==> src/rtl/core/tcs_pkg.sv <==
// Shared types, command codes and helpers for the triangle contour segment unit.
// No dependencies.
package tcs_pkg;

  localparam int unsigned FIELD_W   = 32;
  localparam int unsigned IN_DATA_W  = 288;
  localparam int unsigned OUT_DATA_W = 224;
  localparam int unsigned CFG_IDX_W  = 2;

  localparam logic [CFG_IDX_W-1:0] REG_MODE    = 2'd0;
  localparam logic [CFG_IDX_W-1:0] REG_ISO     = 2'd1;
  localparam logic [CFG_IDX_W-1:0] REG_SPACING = 2'd2;

  localparam logic [1:0] EDGE_01 = 2'd0;
  localparam logic [1:0] EDGE_12 = 2'd1;
  localparam logic [1:0] EDGE_20 = 2'd2;

  localparam logic [3:0] OP_NONE     = 4'd0;
  localparam logic [3:0] OP_LOAD     = 4'd1;
  localparam logic [3:0] OP_RANGE    = 4'd2;
  localparam logic [3:0] OP_SETUP    = 4'd3;
  localparam logic [3:0] OP_DIV_LO   = 4'd4;
  localparam logic [3:0] OP_K0       = 4'd5;
  localparam logic [3:0] OP_DIV_HI   = 4'd6;
  localparam logic [3:0] OP_KEND     = 4'd7;
  localparam logic [3:0] OP_LVL      = 4'd8;
  localparam logic [3:0] OP_EDGE_DIV = 4'd9;
  localparam logic [3:0] OP_T        = 4'd10;
  localparam logic [3:0] OP_MULX     = 4'd11;
  localparam logic [3:0] OP_PTX_MULY = 4'd12;
  localparam logic [3:0] OP_PTY      = 4'd13;
  localparam logic [3:0] OP_EMIT     = 4'd14;

  typedef struct packed {
    logic [3:0] op;
    logic       slot;
  } cmd_t;

  typedef struct packed {
    logic div_busy;
    logic mode;
    logic levels_done;
    logic out_free;
  } stat_t;

  function automatic logic [FIELD_W-1:0] sat_field(input logic signed [49:0] v,
                                                    input int unsigned cw);
    logic signed [49:0] hi;
    logic signed [49:0] lo;
    logic signed [49:0] r;
    hi = (50'sd1 <<< (cw - 1)) - 50'sd1;
    lo = -hi - 50'sd1;
    if (v > hi) r = hi;
    else if (v < lo) r = lo;
    else r = v;
    return r[FIELD_W-1:0];
  endfunction

endpackage

==> src/rtl/core/tcs_ctrl.sv <==
// Controller state machine sequencing level setup and per-level edge interpolation.
// Depends on tcs_pkg.
module tcs_ctrl (
  input  logic           clk,
  input  logic           rst,
  input  logic           s_tvalid,
  output logic           s_tready,
  input  tcs_pkg::stat_t stat,
  output tcs_pkg::cmd_t  cmd
);
  import tcs_pkg::*;

  localparam logic [3:0] ST_IDLE  = 4'd0;
  localparam logic [3:0] ST_RANGE = 4'd1;
  localparam logic [3:0] ST_SETUP = 4'd2;
  localparam logic [3:0] ST_DLO   = 4'd3;
  localparam logic [3:0] ST_WLO   = 4'd4;
  localparam logic [3:0] ST_DHI   = 4'd5;
  localparam logic [3:0] ST_WHI   = 4'd6;
  localparam logic [3:0] ST_MLVL  = 4'd7;
  localparam logic [3:0] ST_LEVEL = 4'd8;
  localparam logic [3:0] ST_EDIV  = 4'd9;
  localparam logic [3:0] ST_EWAIT = 4'd10;
  localparam logic [3:0] ST_MULX  = 4'd11;
  localparam logic [3:0] ST_PTX   = 4'd12;
  localparam logic [3:0] ST_PTY   = 4'd13;
  localparam logic [3:0] ST_EMIT  = 4'd14;

  logic [3:0] state, state_next;
  logic       slot, slot_next;

  always_comb begin
    state_next = state;
    slot_next  = slot;
    cmd.op     = OP_NONE;
    cmd.slot   = slot;
    s_tready   = 1'b0;
    unique case (state)
      ST_IDLE: begin
        s_tready = 1'b1;
        if (s_tvalid) begin
          cmd.op = OP_LOAD;
          state_next = ST_RANGE;
        end
      end
      ST_RANGE: begin
        cmd.op = OP_RANGE;
        state_next = stat.mode ? ST_DLO : ST_SETUP;
      end
      ST_SETUP: begin
        cmd.op = OP_SETUP;
        state_next = ST_LEVEL;
      end
      ST_DLO: begin
        cmd.op = OP_DIV_LO;
        state_next = ST_WLO;
      end
      ST_WLO: if (!stat.div_busy) begin
        cmd.op = OP_K0;
        state_next = ST_DHI;
      end
      ST_DHI: begin
        cmd.op = OP_DIV_HI;
        state_next = ST_WHI;
      end
      ST_WHI: if (!stat.div_busy) begin
        cmd.op = OP_KEND;
        state_next = ST_MLVL;
      end
      ST_MLVL: begin
        cmd.op = OP_LVL;
        state_next = ST_LEVEL;
      end
      ST_LEVEL: begin
        slot_next  = 1'b0;
        state_next = stat.levels_done ? ST_IDLE : ST_EDIV;
      end
      ST_EDIV: begin
        cmd.op = OP_EDGE_DIV;
        state_next = ST_EWAIT;
      end
      ST_EWAIT: if (!stat.div_busy) begin
        cmd.op = OP_T;
        state_next = ST_MULX;
      end
      ST_MULX: begin
        cmd.op = OP_MULX;
        state_next = ST_PTX;
      end
      ST_PTX: begin
        cmd.op = OP_PTX_MULY;
        state_next = ST_PTY;
      end
      ST_PTY: begin
        cmd.op = OP_PTY;
        if (slot) state_next = ST_EMIT;
        else begin
          slot_next  = 1'b1;
          state_next = ST_EDIV;
        end
      end
      ST_EMIT: if (stat.out_free) begin
        cmd.op = OP_EMIT;
        state_next = ST_LEVEL;
      end
      default: state_next = ST_IDLE;
    endcase
  end

  always_ff @(posedge clk) begin
    if (rst) begin
      state <= ST_IDLE;
      slot  <= 1'b0;
    end else begin
      state <= state_next;
      slot  <= slot_next;
    end
  end
endmodule

==> config.mk <==
export PLATFORM = sky130hd
export DESIGN_NAME = tcs_ctrl
export DESIGN_NICKNAME = d
export VERILOG_FILES = /design/src/rtl/core/tcs_pkg.sv /design/src/rtl/core/tcs_ctrl.sv
export SDC_FILE = /design/constraint.sdc
export NUM_CORES = 1
export LEC_CHECK = 0
export ABC_AREA = 1
export ABC_CLOCK_PERIOD_IN_PS = 1500
export BUFFER_PORTS_ARGS = -buffer_cell sky130_fd_sc_hd__clkbuf_2
export CORE_AREA = 2 2 39 41
export CTS_CLUSTER_DIAMETER = 100
export DETAILED_ROUTE_END_ITERATION = 8
export DIE_AREA = 0 0 41 43
export PLACE_DENSITY = 0.62
export SYNTH_ARGS = -nofsm -noshare
export SYNTH_HDL_FRONTEND = slang
export SYNTH_SLANG_ARGS = --single-unit
==> constraint.sdc <==
create_clock -name clk -period 1.5 [get_ports clk]
set_clock_uncertainty 0.05 [all_clocks]
set_input_delay 0.15 -clock clk [delete_from_list [all_inputs] [get_ports clk]]
set_output_delay 0.15 -clock clk [all_outputs]
set_load 0.03 [all_outputs]
==> results.cfg <==
[global_route]
grt_max_degree = 7
grt.total_usage_pct = 23.7
grt_pass1_wl_um = 2780
grt_pass1_vias = 690
grt_antenna_before_repair = 0
grt_overflow = 0

[floorplan]
fp.coreArea_mm2 = 0.00138
die_h_um = 43
placement_rows = 14
ioPinCount = 13
floorplan.die_area_mm2 = 0.00176
horizontal_extent_of_the_die_um = 41
starting_utilization_of_the_core_area_pct = 39.4

[finish]
fin_area_um2 = 873
net_count_reported_at_finish = 135
instances_no_fill = 143
multi_input_gate_area_um2 = 459
register_area_um2 = 115
number_of_antenna_cells_inserted = 0
nFillCells = 126
syn2layout_area_growth_pct = 60.1
final_layout_size_suffix_gt1_share_pct = 52.8

[min_path]
hold_path_end = state[0]
worst_hold_startpoint = rst
whs_path_depth = 2
holdCritPathClass = input pin to register

[flow_run]
cap_viol_max_count = 0

[route]
vias = 735
drc_violations_left = 0
met2_wirelength_um = 914
wl_um = 1820
ant_nets = 0
drt_iter0_drc = 24
via_cell_ratio = 5.14
wl_per_cell_um = 12.7
number_of_optimization_iterations_in_the_first_detailed_route_pass = 4
dr_wl_met3_um = 51
top_layer = met4
wl_met1_um = 813

[critical_path]
crit-reg2reg-launch = state[2]
cp_num_cells = 7
crit_top_cell = sky130_fd_sc_hd__nand2_2
max_stage_delay_ns = 0.37
minimum_setup_slack_among_reg_to_reg_paths_ns = -0.04
cp-end-kind = output pin
worstPathRequired_ns = 1.30
cpLargestDelayFamily = simple AND/OR/NAND/NOR gates
worst_setup_path_start_kind = register
worst-path-buf-inv = 2
critPathKind = register to output pin
critical_path.cell_chain = nand2_2 > inv_2 > nand2_1 > nand2_2 > nor2_4 > o2111ai_2 > buf_6
timing.critical_path.fanout_max = 6
crit-reg2reg-capture = state[0]
worst_ep_arrival_time_ns = 1.40
slowest_stage = sky130_fd_sc_hd__dfxtp_4
r2r_cells = 11

[logic_synthesis]
syn-cell-area_um2 = 546
synth_nets = 105
postSynth.asyncResetShare_pct = 0
synthesis.yosys.warnings = 0
synth.avg_cell_area_um2 = 5.57
cell_with_the_most_instances_after_synthesis = sky130_fd_sc_hd__nand2_1
synth_area_leader_cell = sky130_fd_sc_hd__nand2_1
seq_area_frac_synth_pct = 18.3
synth_flop_cell = sky130_fd_sc_hd__dfxtp_1
ys_ff_latch = 5
synthCells = 98
synth_cell_type_count = 20
synth_edf_count = 0
synth.top_cells.by_count = sky130_fd_sc_hd__nand2_1 (30), sky130_fd_sc_hd__nor2_1 (15), sky130_fd_sc_hd__inv_1 (13), sky130_fd_sc_hd__nand3_1 (6)
yosys-top-cells-area = sky130_fd_sc_hd__nand2_1 (21%), sky130_fd_sc_hd__dfxtp_1 (18%), sky130_fd_sc_hd__nor2_1 (10%), sky130_fd_sc_hd__inv_1 (8.9%), sky130_fd_sc_hd__nor2_4 (6.2%)
synthDominantCellAreaShare_pct = 20.6

[sta]
setup_violations = 5
relSlewSlack_pct = 85.6
max_slew.worst_pin.slew_ns = 0.214
post-route-period-util_pct = 106
top_achievable_clock_speed_mhz = 627
hold_viol = 0
timing.final.ws_setup_ns = -0.0961
final_max_slew_viol_count = 0
period_needed_ns = 1.60
rsz0062_at_grt = true

[power]
power.total_mw = 1.37
clockPowerShare_pct = 11.2
power.static_leakage_nw = 0.461
fraction_of_power_consumed_by_combinational_cells_pct = 68.3
worst_ir_drop_vdd_mv = 0.832
pwr_density_cell_mw_per_mm2 = 1570
power.switching_fraction_pct = 53.1
net_switching_component_of_the_power_mw = 0.729
internal_power_mw = 0.643
seq_power_share_pct = 20.5

[clock_network]
clockBufferDepth = 2
cts_tree = yes
worst_skew_pair_later_pin_latency_ns = 0.24
cts.sinks = 5
cts_buffers = 3
cts_htree_levels = 1
clk_root_buffer_cell = sky130_fd_sc_hd__clkbuf_4
post_cts_hold_buffer_count = 0
clkTransAtPathRegs_ns = 0.04

[placed_design]
detailedPlacementHpwl_um = 1200
detailedPlace.worstSlack_ns = 0.00823
placedCellCount = 128
numPortBuffers = 12
placed_cell_area_um2 = 648
finalWeightedCongestion = 0.880

[run_status]
run_status = finished with violations
failed_checks = setup timing
## repair_timing
action                     CTS  global route
setup endpoints to repair    5             7
resized for setup           29            15
setup buffers                6             5
cloned                       0             0
pin swaps                    6            10
## cell usage in the layout (no fill, tap or decap), types with 5 or more instances in the layout
cell type / Yosys / routed
sky130_fd_sc_hd__clkbuf_2: 0 / 8
sky130_fd_sc_hd__nor2_2: 1 / 5
sky130_fd_sc_hd__nand2_2: 4 / 10
sky130_fd_sc_hd__nand2_1: 30 / 23
sky130_fd_sc_hd__nor2_4: 3 / 7
sky130_fd_sc_hd__inv_1: 13 / 11
sky130_fd_sc_hd__nor2_1: 15 / 7
sky130_fd_sc_hd__buf_4: 1 / 15
sky130_fd_sc_hd__nand3_1: 6 / 5
## per-stage QoR
stage          TNS (ns)  hold WS, ns  utilization (%)
2_1_floorplan         0        0.167                -
3_3_place_gp    -0.0311        0.334             46.8
3_5_place_dp          0        0.341             46.8
4_1_cts          -0.189       0.0761             57.5
5_1_grt          -0.676       0.0818             63.1
6_report         -0.291       0.0798             63.1
## routing by layer
layer	up-vias	track usage [%]
li1	370	-
met1	335	27.6
met2	24	35.6
met3	6	5.76
met4	0	16.7
met5	-	0
## power groups by stage
stage	registers [mW]	logic, mW	clock network [mW]
final	0.281	0.937	0.153
after global routing	0.285	1.01	0.172
after CTS	0.266	0.855	0.162
after detailed placement	0.225	0.753	0
after global placement	0.223	0.762	0
after floorplan	0.218	0.564	0
## worst max-delay path by stage
stage	to	start	slack (ns)
2_1_floorplan	cmd[4]	state[1]	0.03
3_3_place_gp	cmd[4]	state[1]	-0.02
3_5_place_dp	cmd[4]	state[1]	0.008
4_1_cts	cmd[2]	state[2]	-0.07
5_1_grt	cmd[2]	state[1]	-0.17
6_report	cmd[4]	state[3]	-0.1
## area by class of cell
type / count / area share (%)
Multi-Input combinational cell: 76 / 52.6
Timing Repair Buffer: 26 / 21.8
Sequential cell: 5 / 13.2
Inverter: 16 / 7.16
Clock buffer: 4 / 3.01
Tap cell: 16 / 2.29
## logic make-up (layout without fill, tap and decap cells)
family	count (synthesis)	in the layout	share of synthesized area [%]
flip-flops	5	5	18.3
AO/OA/AOI/OAI	11	11	12.8
buffers and inverters	17	46	12.4
AND/OR/NAND/NOR	65	65	56.4
## sequential cells by signal, summed over array words and instances (netlist names)
signal	flops
state	4
slot	1
No activity file was read; power rests on OpenSTA's default activity.
